### config.mk
export PLATFORM = sky130hd
export DESIGN_NAME = line_position_steering_control_flat
export DESIGN_NICKNAME = d
export VERILOG_FILES = /design/src/rtl/core/lpsc_pkg.sv /design/src/rtl/core/lpsc_in_if.sv /design/src/rtl/core/lpsc_out_if.sv /design/src/rtl/core/line_position_steering_control.sv /design/src/flat_wrapper.sv
export VERILOG_INCLUDE_DIRS = /design/src /design/src/rtl/core
export SDC_FILE = /design/constraint.sdc
export NUM_CORES = 2
export LEC_CHECK = 0
export BUFFER_PORTS_ARGS = -buffer_cell sky130_fd_sc_hd__buf_4
export CORE_MARGIN = 4
export CORE_UTILIZATION = 58
export DETAILED_ROUTE_END_ITERATION = 8
export PLACE_DENSITY = 0.86
export SKIP_CTS_REPAIR_TIMING = 1
export SYNTH_ARGS = -nofsm -noshare
export SYNTH_HDL_FRONTEND = slang
export SYNTH_SLANG_ARGS = --single-unit
### constraint.sdc
create_clock -name clk -period 9.85 [get_ports clk]
set_input_delay 2.4625 -clock clk [delete_from_list [all_inputs] [get_ports clk]]
set_output_delay 2.4625 -clock clk [all_outputs]
set_load 0.02 [all_outputs]
### src/rtl/core/line_position_steering_control_assert.svh
// ----------------------------------------------------------------------------
// line position steering control assertion macros
// clocked on clk, disabled while rst is high
// ----------------------------------------------------------------------------
`ifndef LINE_POSITION_STEERING_CONTROL_ASSERT_SVH
`define LINE_POSITION_STEERING_CONTROL_ASSERT_SVH

// same-cycle implication
`define LPSC_ASSERT_IMP(label, ante, cons, msg) \
  label: assert property (@(posedge clk) disable iff (rst) (ante) |-> (cons)) \
    else $error(msg);

// next-cycle implication
`define LPSC_ASSERT_NEXT(label, ante, cons, msg) \
  label: assert property (@(posedge clk) disable iff (rst) (ante) |=> (cons)) \
    else $error(msg);

`endif

### src/rtl/core/lpsc_pkg.sv
// ----------------------------------------------------------------------------
// lpsc_pkg
// types, widths, register codes and reset values of the steering control
// ----------------------------------------------------------------------------
`timescale 1ns / 1ps
`default_nettype none

package lpsc_pkg;

  // sensor bar and normalization
  localparam int SENSOR_COUNT = 8;
  localparam int INPUT_LANES  = 8;
  localparam int NORM_SPAN    = 1000;

  // field widths
  localparam int SAMPLE_W  = 10;
  localparam int FLOOR_W   = 11;
  localparam int DUTY_W    = 8;
  localparam int GAIN_W    = 16;
  localparam int POS_W     = 12;
  localparam int POS_FRAC  = 8;
  localparam int CFG_W     = 16;
  localparam int CFG_IDX_W = 3;

  // derived widths
  localparam int CNT_W   = (SENSOR_COUNT > 1) ? $clog2(SENSOR_COUNT) : 1;
  localparam int WT_W    = $clog2(SENSOR_COUNT + 1);
  localparam int NORM_W  = $clog2(NORM_SPAN + 1);
  localparam int DEN_MAX = NORM_SPAN * SENSOR_COUNT;
  localparam int DEN_W   = $clog2(DEN_MAX + 1);
  localparam int NUM_MAX = NORM_SPAN * SENSOR_COUNT * (SENSOR_COUNT + 1) / 2;
  localparam int NUM_W   = $clog2(NUM_MAX + 1);
  localparam int POS_MAX = SENSOR_COUNT * (1 << POS_FRAC);

  // shared divider: quotient bits, divisor and dividend widths, bits per step, iterations
  localparam int DIV_QW    = POS_W;
  localparam int DIV_DW    = (DEN_W > SAMPLE_W) ? DEN_W : SAMPLE_W;
  localparam int DIV_NW_A  = SAMPLE_W + NORM_W;
  localparam int DIV_NW_B  = NUM_W + POS_FRAC;
  localparam int DIV_NW    = (DIV_NW_A > DIV_NW_B) ? DIV_NW_A : DIV_NW_B;
  localparam int DIV_STEPS = 2;
  localparam int DIV_ITER  = DIV_QW / DIV_STEPS;
  localparam int DIV_CNT_W = $clog2(DIV_ITER);

  // steering arithmetic
  localparam int DRV_W   = GAIN_W + 1 + POS_W + 1;
  localparam int SUM_W   = DRV_W + 2;
  localparam int Q16     = 16;
  localparam int WHEEL_W = SUM_W - Q16;

  // reset values
  localparam logic [DUTY_W-1:0]  PWM_MIN_RESET    = 8'd25;
  localparam logic [DUTY_W-1:0]  PWM_MAX_RESET    = 8'd50;
  localparam logic [DUTY_W-1:0]  BASE_DUTY_RESET  = 8'd40;
  localparam logic [DUTY_W-1:0]  LEFT_CORR_RESET  = 8'd15;
  localparam logic [GAIN_W-1:0]  GAIN_KP_RESET    = 16'd3072;
  localparam logic [POS_W-1:0]   TARGET_POS_RESET = 12'd1152;
  localparam logic [POS_W-1:0]   ACC_LOW_RESET    = 12'd256;
  localparam logic [POS_W-1:0]   ACC_HIGH_RESET   = 12'd1280;
  localparam logic [FLOOR_W-1:0] FLOOR_RESET      = 11'd1024;

  // operation codes
  typedef enum logic {
    OP_CAL = 1'b0,
    OP_RUN = 1'b1
  } op_t;

  // register indexes
  typedef enum logic [CFG_IDX_W-1:0] {
    REG_PWM_MIN     = 3'd0,
    REG_PWM_MAX     = 3'd1,
    REG_BASE_DUTY   = 3'd2,
    REG_LEFT_CORR   = 3'd3,
    REG_GAIN_KP     = 3'd4,
    REG_TARGET_POS  = 3'd5,
    REG_ACCEPT_LOW  = 3'd6,
    REG_ACCEPT_HIGH = 3'd7
  } cfg_index_t;

  // sequencer states
  typedef enum logic [3:0] {
    S_IDLE,
    S_CAL,
    S_NORM_LOAD,
    S_NORM_DIV,
    S_NORM_ACC,
    S_CENT_LOAD,
    S_CENT_DIV,
    S_CENT_CHECK,
    S_STEER_MUL,
    S_STEER_ADD,
    S_DONE
  } state_t;

  // input beat
  typedef struct packed {
    op_t                 op;
    logic [SAMPLE_W-1:0] sample_0;
    logic [SAMPLE_W-1:0] sample_1;
    logic [SAMPLE_W-1:0] sample_2;
    logic [SAMPLE_W-1:0] sample_3;
    logic [SAMPLE_W-1:0] sample_4;
    logic [SAMPLE_W-1:0] sample_5;
    logic [SAMPLE_W-1:0] sample_6;
    logic [SAMPLE_W-1:0] sample_7;
  } in_beat_t;

  // result beat
  typedef struct packed {
    logic [DUTY_W-1:0]   left_duty;
    logic [DUTY_W-1:0]   right_duty;
    logic [POS_W-1:0]    line_position;
    logic                position_held;
    logic [FLOOR_W-1:0]  range_floor;
    logic [SAMPLE_W-1:0] range_ceiling;
  } out_beat_t;

endpackage

`default_nettype wire

### src/rtl/core/lpsc_in_if.sv
// ----------------------------------------------------------------------------
// lpsc_in_if
// valid/ready channel carrying one sensor frame per beat
// ----------------------------------------------------------------------------
`timescale 1ns / 1ps
`default_nettype none

interface lpsc_in_if;
  import lpsc_pkg::*;

  logic     valid;
  logic     ready;
  in_beat_t data;

  modport source (output valid, output data, input ready);
  modport sink (input valid, input data, output ready);
endinterface

`default_nettype wire

### src/rtl/core/lpsc_out_if.sv
// ----------------------------------------------------------------------------
// lpsc_out_if
// valid/ready channel carrying one steering result per beat
// ----------------------------------------------------------------------------
`timescale 1ns / 1ps
`default_nettype none

interface lpsc_out_if;
  import lpsc_pkg::*;

  logic      valid;
  logic      ready;
  out_beat_t data;

  modport source (output valid, output data, input ready);
  modport sink (input valid, input data, output ready);
endinterface

`default_nettype wire

### src/rtl/core/line_position_steering_control.sv
// run frame: per sensor a load, a division and an accumulate, then the
// centroid division, window check, steering multiply and add; no new frame
// is taken until the result is loaded; the shared divider retires 2 quotient
// bits a cycle (9 divisions); degenerate range: division is skipped
// calibrate frame: one sample per cycle, then the result is loaded
// reset (rst, synchronous): registers to their defaults, range to empty
// ----------------------------------------------------------------------------
// line_position_steering_control
// weighted-centroid line position and proportional wheel steering
// ----------------------------------------------------------------------------
`timescale 1ns / 1ps
`default_nettype none

module line_position_steering_control (
  input  wire logic                             clk,
  input  wire logic                             rst,
  lpsc_in_if.sink                               frame,
  lpsc_out_if.source                            result,
  input  wire logic                             cfg_we,
  input  wire lpsc_pkg::cfg_index_t             cfg_index,
  input  wire logic [lpsc_pkg::CFG_W-1:0]       cfg_data
);
  import lpsc_pkg::*;

  // configuration registers
  logic [DUTY_W-1:0] pwm_min;
  logic [DUTY_W-1:0] pwm_max;
  logic [DUTY_W-1:0] base_duty;
  logic [DUTY_W-1:0] left_correction;
  logic [GAIN_W-1:0] gain_kp;
  logic [POS_W-1:0]  target_pos;
  logic [POS_W-1:0]  accept_low;
  logic [POS_W-1:0]  accept_high;

  // persistent state
  logic [FLOOR_W-1:0]  cal_floor;
  logic [SAMPLE_W-1:0] cal_ceiling;
  logic [POS_W-1:0]    last_position;

  // sequencer
  state_t             state;
  state_t             state_next;
  logic [CNT_W-1:0]   cnt;
  logic [DIV_CNT_W-1:0] div_cnt;
  logic               frame_ready;
  logic               div_run;
  logic               done_load;
  logic               cnt_last;
  logic               div_last;

  // item registers
  logic [SAMPLE_W-1:0] samp [SENSOR_COUNT];
  logic [SAMPLE_W-1:0] frame_samp [INPUT_LANES];
  logic                is_run;
  logic [NUM_W-1:0]    num_acc;
  logic [DEN_W-1:0]    den_acc;
  logic [POS_W-1:0]    pos_r;
  logic                held_r;
  logic signed [DRV_W-1:0]   drive;
  logic signed [WHEEL_W-1:0] left_w;
  logic signed [WHEEL_W-1:0] right_w;

  // shared divider registers
  logic [DIV_DW-1:0] div_rem;
  logic [DIV_QW-1:0] div_sh;
  logic [DIV_DW-1:0] div_den;
  logic [DIV_DW-1:0] step_rem;
  logic [DIV_QW-1:0] step_sh;

  // combinational datapath
  logic [SAMPLE_W-1:0] cur_samp;
  logic                degenerate;
  logic [SAMPLE_W-1:0] clamped;
  logic [SAMPLE_W-1:0] diff;
  logic [DIV_NW-1:0]   norm_dividend;
  logic [DIV_NW-1:0]   cent_dividend;
  logic [WT_W-1:0]     weight;
  logic                reject;
  logic [POS_W-1:0]    pos_sel;
  logic signed [POS_W:0]     err;
  logic signed [SUM_W-1:0]   base_q;
  logic signed [SUM_W-1:0]   drive_x;
  logic [DUTY_W-1:0]   left_clamp;
  logic [DUTY_W-1:0]   right_clamp;
  logic [DUTY_W:0]     left_sum;
  logic [DUTY_W-1:0]   left_sat;

  // truncate a Q16 value toward zero
  function automatic logic signed [WHEEL_W-1:0] trunc_q16(
    input logic signed [SUM_W-1:0] x
  );
    logic signed [SUM_W-1:0] b;
    b = x + (x[SUM_W-1] ? $signed(SUM_W'((1 << Q16) - 1)) : $signed(SUM_W'(0)));
    return WHEEL_W'(b >>> Q16);
  endfunction

  // clamp a wheel to the duty limits, max test last
  function automatic logic [DUTY_W-1:0] wheel_clamp(
    input logic signed [WHEEL_W-1:0] w,
    input logic [DUTY_W-1:0]         lo,
    input logic [DUTY_W-1:0]         hi
  );
    logic signed [WHEEL_W-1:0] v;
    v = w;
    if (v <= $signed(WHEEL_W'(lo))) begin
      v = $signed(WHEEL_W'(lo));
    end
    if (v >= $signed(WHEEL_W'(hi))) begin
      v = $signed(WHEEL_W'(hi));
    end
    return DUTY_W'(v);
  endfunction

  // frame samples as an indexed row
  assign frame_samp[0] = frame.data.sample_0;
  assign frame_samp[1] = frame.data.sample_1;
  assign frame_samp[2] = frame.data.sample_2;
  assign frame_samp[3] = frame.data.sample_3;
  assign frame_samp[4] = frame.data.sample_4;
  assign frame_samp[5] = frame.data.sample_5;
  assign frame_samp[6] = frame.data.sample_6;
  assign frame_samp[7] = frame.data.sample_7;

  assign cur_samp = samp[cnt];
  assign cnt_last = (cnt == CNT_W'(SENSOR_COUNT - 1));
  assign div_last = (div_cnt == DIV_CNT_W'(DIV_ITER - 1));

  // clamp and scale of the current sample
  always_comb begin
    degenerate = ({1'b0, cal_ceiling} <= cal_floor);
    if (cur_samp >= cal_ceiling) begin
      clamped = cal_ceiling;
    end else if ({1'b0, cur_samp} <= cal_floor) begin
      clamped = cal_floor[SAMPLE_W-1:0];
    end else begin
      clamped = cur_samp;
    end
    diff          = clamped - cal_floor[SAMPLE_W-1:0];
    norm_dividend = DIV_NW'(diff) * DIV_NW'(NORM_SPAN);
    cent_dividend = DIV_NW'({num_acc, {POS_FRAC{1'b0}}});
    weight        = WT_W'(cnt) + WT_W'(1);
  end

  // restoring divider, two quotient bits per cycle
  always_comb begin
    logic [DIV_DW:0] trial;
    logic            ge;
    step_rem = div_rem;
    step_sh  = div_sh;
    for (int k = 0; k < DIV_STEPS; k++) begin
      trial = {step_rem, step_sh[DIV_QW-1]};
      ge    = (trial >= {1'b0, div_den});
      if (ge) begin
        step_rem = DIV_DW'(trial - {1'b0, div_den});
      end else begin
        step_rem = DIV_DW'(trial);
      end
      step_sh = {step_sh[DIV_QW-2:0], ge};
    end
  end

  // acceptance window
  always_comb begin
    reject  = (div_sh <= accept_low) || (div_sh > accept_high);
    pos_sel = reject ? last_position : div_sh;
  end

  // steering terms
  always_comb begin
    err     = $signed({1'b0, pos_r}) - $signed({1'b0, target_pos});
    base_q  = $signed(SUM_W'({base_duty, {Q16{1'b0}}}));
    drive_x = SUM_W'(drive);
  end

  // wheel clamp and left correction
  always_comb begin
    left_clamp  = wheel_clamp(left_w, pwm_min, pwm_max);
    right_clamp = wheel_clamp(right_w, pwm_min, pwm_max);
    left_sum    = {1'b0, left_clamp} + {1'b0, left_correction};
    left_sat    = left_sum[DUTY_W] ? {DUTY_W{1'b1}} : left_sum[DUTY_W-1:0];
  end

  // next state
  always_comb begin
    state_next = state;
    case (state)
      S_IDLE: begin
        if (frame.valid) begin
          state_next = (frame.data.op == OP_CAL) ? S_CAL : S_NORM_LOAD;
        end
      end
      S_CAL: begin
        if (cnt_last) begin
          state_next = S_DONE;
        end
      end
      S_NORM_LOAD: state_next = degenerate ? S_NORM_ACC : S_NORM_DIV;
      S_NORM_DIV: begin
        if (div_last) begin
          state_next = S_NORM_ACC;
        end
      end
      S_NORM_ACC:  state_next = cnt_last ? S_CENT_LOAD : S_NORM_LOAD;
      S_CENT_LOAD: state_next = (den_acc == '0) ? S_CENT_CHECK : S_CENT_DIV;
      S_CENT_DIV: begin
        if (div_last) begin
          state_next = S_CENT_CHECK;
        end
      end
      S_CENT_CHECK: state_next = S_STEER_MUL;
      S_STEER_MUL:  state_next = S_STEER_ADD;
      S_STEER_ADD:  state_next = S_DONE;
      S_DONE: begin
        if (done_load) begin
          state_next = S_IDLE;
        end
      end
      default: state_next = S_IDLE;
    endcase
  end

  // sequencer outputs
  always_comb begin
    frame_ready = 1'b0;
    div_run     = 1'b0;
    done_load   = 1'b0;
    case (state)
      S_IDLE:     frame_ready = 1'b1;
      S_NORM_DIV: div_run = 1'b1;
      S_CENT_DIV: div_run = 1'b1;
      S_DONE:     done_load = !result.valid || result.ready;
      default: begin
        frame_ready = 1'b0;
      end
    endcase
  end

  assign frame.ready = frame_ready;

  // control state, configuration and calibration
  always_ff @(posedge clk) begin
    if (rst) begin
      state           <= S_IDLE;
      cnt             <= '0;
      div_cnt         <= '0;
      result.valid    <= 1'b0;
      pwm_min         <= PWM_MIN_RESET;
      pwm_max         <= PWM_MAX_RESET;
      base_duty       <= BASE_DUTY_RESET;
      left_correction <= LEFT_CORR_RESET;
      gain_kp         <= GAIN_KP_RESET;
      target_pos      <= TARGET_POS_RESET;
      accept_low      <= ACC_LOW_RESET;
      accept_high     <= ACC_HIGH_RESET;
      cal_floor       <= FLOOR_RESET;
      cal_ceiling     <= '0;
      last_position   <= '0;
    end else begin
      state <= state_next;

      // register writes
      if (cfg_we) begin
        case (cfg_index)
          REG_PWM_MIN:     pwm_min <= cfg_data[DUTY_W-1:0];
          REG_PWM_MAX:     pwm_max <= cfg_data[DUTY_W-1:0];
          REG_BASE_DUTY:   base_duty <= cfg_data[DUTY_W-1:0];
          REG_LEFT_CORR:   left_correction <= cfg_data[DUTY_W-1:0];
          REG_GAIN_KP:     gain_kp <= cfg_data[GAIN_W-1:0];
          REG_TARGET_POS:  target_pos <= cfg_data[POS_W-1:0];
          REG_ACCEPT_LOW:  accept_low <= cfg_data[POS_W-1:0];
          REG_ACCEPT_HIGH: accept_high <= cfg_data[POS_W-1:0];
          default: begin
            pwm_min <= pwm_min;
          end
        endcase
      end

      // sample counter
      if (frame_ready && frame.valid) begin
        cnt <= '0;
      end else if (state == S_CAL || state == S_NORM_ACC) begin
        cnt <= cnt + CNT_W'(1);
      end

      // divider iteration counter
      if (div_run) begin
        div_cnt <= div_cnt + DIV_CNT_W'(1);
      end else begin
        div_cnt <= '0;
      end

      // range update, one sample a cycle
      if (state == S_CAL) begin
        if (cur_samp >= cal_ceiling) begin
          cal_ceiling <= cur_samp;
        end else if ({1'b0, cur_samp} <= cal_floor) begin
          cal_floor <= {1'b0, cur_samp};
        end
      end

      if (state == S_CENT_CHECK) begin
        last_position <= pos_sel;
      end

      // result register
      if (done_load) begin
        result.valid <= 1'b1;
      end else if (result.ready) begin
        result.valid <= 1'b0;
      end
    end
  end

  // item datapath
  always_ff @(posedge clk) begin
    case (state)
      S_IDLE: begin
        if (frame.valid) begin
          for (int k = 0; k < SENSOR_COUNT; k++) begin
            samp[k] <= frame_samp[k];
          end
          is_run  <= (frame.data.op == OP_RUN);
          num_acc <= '0;
          den_acc <= '0;
        end
      end
      S_NORM_LOAD: begin
        div_den <= DIV_DW'(cal_ceiling - cal_floor[SAMPLE_W-1:0]);
        if (degenerate) begin
          div_rem <= '0;
          div_sh  <= '0;
        end else begin
          div_rem <= DIV_DW'(norm_dividend >> DIV_QW);
          div_sh  <= norm_dividend[DIV_QW-1:0];
        end
      end
      S_NORM_DIV, S_CENT_DIV: begin
        div_rem <= step_rem;
        div_sh  <= step_sh;
      end
      S_NORM_ACC: begin
        num_acc <= num_acc + NUM_W'(div_sh) * NUM_W'(weight);
        den_acc <= den_acc + DEN_W'(div_sh);
      end
      S_CENT_LOAD: begin
        div_den <= DIV_DW'(den_acc);
        if (den_acc == '0) begin
          div_rem <= '0;
          div_sh  <= '0;
        end else begin
          div_rem <= DIV_DW'(cent_dividend >> DIV_QW);
          div_sh  <= cent_dividend[DIV_QW-1:0];
        end
      end
      S_CENT_CHECK: begin
        pos_r  <= pos_sel;
        held_r <= reject;
      end
      S_STEER_MUL: begin
        drive <= $signed(DRV_W'(gain_kp)) * DRV_W'(err);
      end
      S_STEER_ADD: begin
        left_w  <= trunc_q16(base_q + drive_x);
        right_w <= trunc_q16(base_q - drive_x);
      end
      S_DONE: begin
        if (done_load) begin
          result.data.left_duty     <= is_run ? left_sat : '0;
          result.data.right_duty    <= is_run ? right_clamp : '0;
          result.data.line_position <= is_run ? pos_r : last_position;
          result.data.position_held <= is_run && held_r;
          result.data.range_floor   <= cal_floor;
          result.data.range_ceiling <= cal_ceiling;
        end
      end
      default: begin
        is_run <= is_run;
      end
    endcase
  end

  // checks
  `include "line_position_steering_control_assert.svh"

  `LPSC_ASSERT_NEXT(a_ceiling_grows, 1'b1, cal_ceiling >= $past(cal_ceiling), "range ceiling fell")
  `LPSC_ASSERT_NEXT(a_floor_shrinks, 1'b1, cal_floor <= $past(cal_floor), "range floor rose")
  `LPSC_ASSERT_IMP(a_centroid_bound, state == S_CENT_CHECK, div_sh <= DIV_QW'(POS_MAX), "centroid out of bar")

endmodule

`default_nettype wire

### src/flat_wrapper.sv
// flat-port wrapper written by rule: the top's interface ports become plain ports
module line_position_steering_control_flat import lpsc_pkg::*;
  (clk, rst, cfg_we, cfg_index, cfg_data, frame_valid, frame_data, frame_ready, result_valid, result_data, result_ready);
  lpsc_in_if frame_i ();
  lpsc_out_if result_i ();
  input  wire logic clk;
  input  wire logic rst;
  input  wire logic cfg_we;
  input  wire lpsc_pkg::cfg_index_t cfg_index;
  input  wire logic [lpsc_pkg::CFG_W-1:0] cfg_data;
  input wire logic [$bits(frame_i.valid)-1:0] frame_valid;
  input wire logic [$bits(frame_i.data)-1:0] frame_data;
  output wire logic [$bits(frame_i.ready)-1:0] frame_ready;
  output wire logic [$bits(result_i.valid)-1:0] result_valid;
  output wire logic [$bits(result_i.data)-1:0] result_data;
  input wire logic [$bits(result_i.ready)-1:0] result_ready;
  assign frame_i.valid = frame_valid;
  assign frame_i.data = frame_data;
  assign frame_ready = frame_i.ready;
  assign result_valid = result_i.valid;
  assign result_data = result_i.data;
  assign result_i.ready = result_ready;
  line_position_steering_control u_core (.clk(clk), .rst(rst), .frame(frame_i), .result(result_i), .cfg_we(cfg_we), .cfg_index(cfg_index), .cfg_data(cfg_data));
endmodule
**Word-level counts from Yosys, hierarchy flattened**

Memory sizes are Yosys's and may differ from the RTL's. A register that Yosys moved wholly into a read port is not among the register bits.
Index checks and enable logic that the tools add are counted.

- Output and inout port bits: 52
- Register bits after elaboration: 321
- RAM bits: 80
- Word-level logic and storage cells: 162
- Input port bits: 105
- Memories kept: 1

Memory list:

| name | words | bits a word | rd ports | clocked after memory_dff | write ports | line | text |
|---|---|---|---|---|---|---|---|
| u_core.samp | 8 | 10 | 1 | 1 | 8 | line_position_steering_control.sv:52 | `logic [SAMPLE_W-1:0] samp [SENSOR_COUNT];` |

- Reductions and logical operators: 30
- Mux-type cells: 44
- Eq/ne operators: 24
- $mul: 3
- Bitwise operators: 2
- Order comparisons: 11
- Add/subtract/negate cells: 15

Operator list:

| operator | number |
|---|---|
| 2-to-1 mux 16 bit | 5 |
| adder 32 bit | 2 |
| 2-to-1 mux 12 bit | 5 |
| one-hot mux 13 bit (2 select lines) | 2 |
| one-hot mux 4 bit (11 select lines) | 1 |
| 2-to-1 mux 13 bit | 3 |
| one-hot mux 13 bit (3 select lines) | 1 |
| one-hot mux 12 bit (3 select lines) | 1 |
| >= comparator 16 x 9 -> 1 bit | 2 |
| <= comparator 16 x 9 -> 1 bit | 2 |
| 2-to-1 mux 8 bit | 4 |
| one-hot mux 16 bit (2 select lines) | 1 |
| adder 25 x 30 -> 31 bit | 1 |
| subtractor 25 x 30 -> 31 bit | 1 |
| multiplier 17 x 13 -> 30 bit | 1 |
| >= comparator 14 x 13 -> 1 bit | 2 |
| subtractor 13 bit | 2 |
| AND reduction 2 bit | 12 |
| <= comparator 10 x 11 -> 1 bit | 2 |
| 2-to-1 mux 10 bit | 2 |
| 2-to-1 mux 4 bit | 5 |
| == test 3 bit, second input constant | 6 |
| multiplier 10 x 7 -> 17 bit, second input constant | 1 |
| adder 16 bit | 1 |
| 34 further kinds | 64 |

**Logic depth before layout (Yosys ltp)**

- Depth in word-level cells: 7
- Gate-level depth with buffers: 40
- Mapped depth without buffers: 38

**Worst setup path before layout**

No wires, ideal clock.

- Path type: register to register
- Start point: register (tool-made name)
- End point: register u_core.div_rem[7] (data pin)
- Path buffers: 3
- Library setup time: 0.266 ns
- Clock period less this slack: 9.146 ns
- Data arrival time: 8.880 ns
- Data required time: 9.584 ns
- Setup slack: 0.704 ns
- Stages on the path, launching flop included: 37
- Path through: dfxtp_1 > buf_2 > buf_2 > mux4_2 > mux2_2 > ha_1 > nor2b_1 > o21a_1 > o21a_1 > o21ai_0 > a221oi_1 > o21ai_1 > clkbuf_1 > o211ai_1 > o21ai_0 > ha_1 > a21o_1 > a21o_1 > a21oi_1 > o21bai_1 > xor2_1 > ha_1 > inv_1 > fa_1 > fa_1 > fa_1 > inv_1 > ha_1 > or2_2 > a21oi_1 > a21oi_1 > a41o_1 > o41ai_1 > o21ai_0 > xnor2_1 > o21ai_0 > o21bai_1

RTL lines:

| what | line | text |
|---|---|---|
| end signal, assigned | line_position_steering_control.sv:333 | `div_rem <= DIV_DW'(norm_dividend >> DIV_QW);` |
| end signal, assigned | line_position_steering_control.sv:338 | `div_rem <= step_rem;` |
| end signal, assigned | line_position_steering_control.sv:351 | `div_rem <= DIV_DW'(cent_dividend >> DIV_QW);` |
| end, declared | line_position_steering_control.sv:64 | `logic [DIV_DW-1:0] div_rem;` |

==> summary.txt <==
Run status
  – Status: completed

Clock network
  – Clk_lat worst skew: 600 ps
  – H-tree depth: 2
  – Root buffer cell: clkbuf_16
  – Total clock buffers created by CTS: 45
  – Clk slew on worst S/H paths: 70 ps
  – Bufs on Longest Clock Path: 3
  – CTS tree: done
  – CTS sink count: 404

Placed design
  – Final Wtd Congestion: 0.948
  – Hpwl dp: 63900 µm
  – DP Area: 35600 µm²
  – PortBufs: 156

Timing
  – TNS Setup: 0 ps
  – Pins Over Slew Limit: 0
  – Final min period: 9240 ps
  – Worst slew pin tran: 1260 ps
  – Worst setup skew after layout: 31.9 ps
  – Slew headroom: 0.156
  – Final period util: 0.938
  – RSZ-0062 raised after global routing: no
  – Fmax: 108 MHz
  – # setup viols final: 0
  – Final hold vios: 0

GRT
  – First-pass GRT wire length: 135000 µm
  – Antenna violations before repair: 3
  – Grt ovf: 0
  – Largest net degree at the start of global routing: 81
  – Vias in the first global route: 25500
  – Overall Global Routing Usage: 0.266

Logic synthesis
  – Async SR Flop Fraction: 0
  – EDFF count, synth: 273
  – Register bit total from synthesis: 404
  – Mean Syn Cell Area: 9.89 µm²
  – Yosys warnings: 0
  – Top_reg_cell synth: edfxtp_1
  – Mapped Cells: 3409
  – Count of different cell masters after synthesis: 90
  – Syn_nets: 4107
  – Synthesized area: 33700 µm²
  – Sequential area share after synthesis: 0.321

Layout
  – Layout cells sized above 1: 0.110
  – Commonest cells after routing, fill and taps aside: inv_1, nand2_1, ha_1, edfxtp_1, fa_1
  – Final nets: 4215
  – Most common cell after layout, fill and taps aside: inv_1
  – Area delta synth->final: 9.87%
  – Cell area after layout: 37100 µm²
  – Fillcell total: 4393

Floorplan
  – # IOs: 157
  – Die width: 249 µm
  – DIE HEIGHT: 249 µm
  – Die ar.: 62100 µm²
  – Row Count: 88
  – Total core area: 57600 µm²
  – Initial core utilization: 0.586

Critical path
  – Crit Path Max Fanout: 10
  – Required time worst endpoint: 10150 ps
  – CP dominant cell by count: ha_1
  – Critical path's slowest cell: fa_1
  – Worst Setup Path Type: reg2reg
  – Crit end category: flip-flop
  – WP data arrival: 9540 ps
  – Critical Path Max Stage Delay: 580 ps
  – Critical path launch point type: flip-flop

Route
  – Routed via count: 25500
  – DR DRC count: 0
  – Vias per cell: 5.90
  – Router iterations before antenna repair: 6
  – Post-route ant nets: 0
  – Post-DR wirelength/cell: 19.3 µm
  – DR iter-0 viols: 2172
  – Routed wire length: 83600 µm

Min path
  – Hold_sp: u_core.cal_floor[2]$_SDFFE_PP0P_
  – Worst min path class: reg2reg

Run
  – Max_cap viols: 0
-- registers in the layout (all words and copies together) (netlist names), 13 cells and up, named ones only --
signal / flops
u_core.num_acc: 16
u_core.den_acc: 13
u_core.div_den: 13
u_core.left_w: 16
u_core.div_rem: 13
u_core.right_w: 16
u_core.drive: 30
u_core.result.data: 50
u_core.samp: 80
u_core.gain_kp: 16
-- worst max-delay path, delay by kind of cell, from the launching register on --
| family | cells | cell delay, ps |
|---|---|---|
| flops | 1 | 480 |
| fa+ha+maj | 8 | 2930 |
| xor+xnor | 2 | 460 |
| mux | 2 | 900 |
| compound gates | 19 | 3580 |
| buf+inv | 2 | 290 |
| simple gates | 2 | 270 |
-- final cells by class --
class | count | area (µm²) | area share
clock inverter | 19 | 241 | 0.00652
multi-input combinational | 2463 | 20800 | 0.562
sequential | 404 | 10800 | 0.292
tap | 765 | 957 | 0.0258
clock buffer | 65 | 1240 | 0.0335
timing repair buffer | 188 | 1410 | 0.0381
antenna | 2 | 5.00 | 0.000135
inverter | 415 | 1560 | 0.0420
-- path summary, 6_finish.rpt --
kind / end / slack [ps] / cells after the start
min: u_core.result.data[12]$_DFFE_PP_ / 440 / 0
max: u_core.div_rem[7]$_DFFE_PP_ / 610 / 35
min reg2reg: u_core.result.data[12]$_DFFE_PP_ / 440 / 0
max reg2reg: u_core.div_rem[7]$_DFFE_PP_ / 610 / 35
-- metal layers --
layer	global-route usage	share of wire	wire, µm
met3	0.0381	0.077	6460
met1	0.367	0.42	35400
met2	0.435	0.46	38600
met4	0.0936	0.037	3090
met5	0	0.00016	13
-- cells by family after synthesis --
group | count (synthesis) | share of synthesized area
xor gates and xnor gates | 165 | 0.0433
muxes | 136 | 0.0505
and+or+nand+nor | 992 | 0.143
DFF | 404 | 0.321
buffers and inverters | 542 | 0.0629
AOI/OAI and AO/OA | 577 | 0.109
adders and majority gates | 593 | 0.270
-- Yosys cell counts (20+ instances only) --
cell	count	share of area
a211oi_1	29	0.0065
o21a_1	27	0.0060
edfxtp_1	273	0.24
mux4_2	20	0.013
dfxtp_1	131	0.078
nand3_1	24	0.0036
mux2i_1	44	0.013
o21bai_1	25	0.0056
o21ai_0	98	0.015
a21o_1	47	0.010
nor2_1	195	0.022
xor2_1	57	0.015
clkbuf_1	102	0.011
fa_1	223	0.13
ha_1	370	0.14
nand2_1	370	0.041
xnor2_1	106	0.028
inv_1	414	0.046
mux2_2	72	0.024
and2_1	84	0.016
nand4_1	31	0.0058
nor2b_1	68	0.013
a21oi_1	199	0.030
nand2b_1	64	0.012
o211ai_1	21	0.0047
nor3_1	61	0.0091
-- per-stage QoR --
stage	utilization	hold WS (ps)	setup slack [ps]	cells
floorplan	-	408	704	3409
global placement	0.618	411	614	4235
detailed placement	0.618	415	440	4235
CTS	0.643	429	296	4319
global route	0.643	458	13.9	4321
finish	0.643	439	613	4321
Power is not shown: default switching activity piles up to over one toggle a cycle in this logic, so the estimate is an artifact.
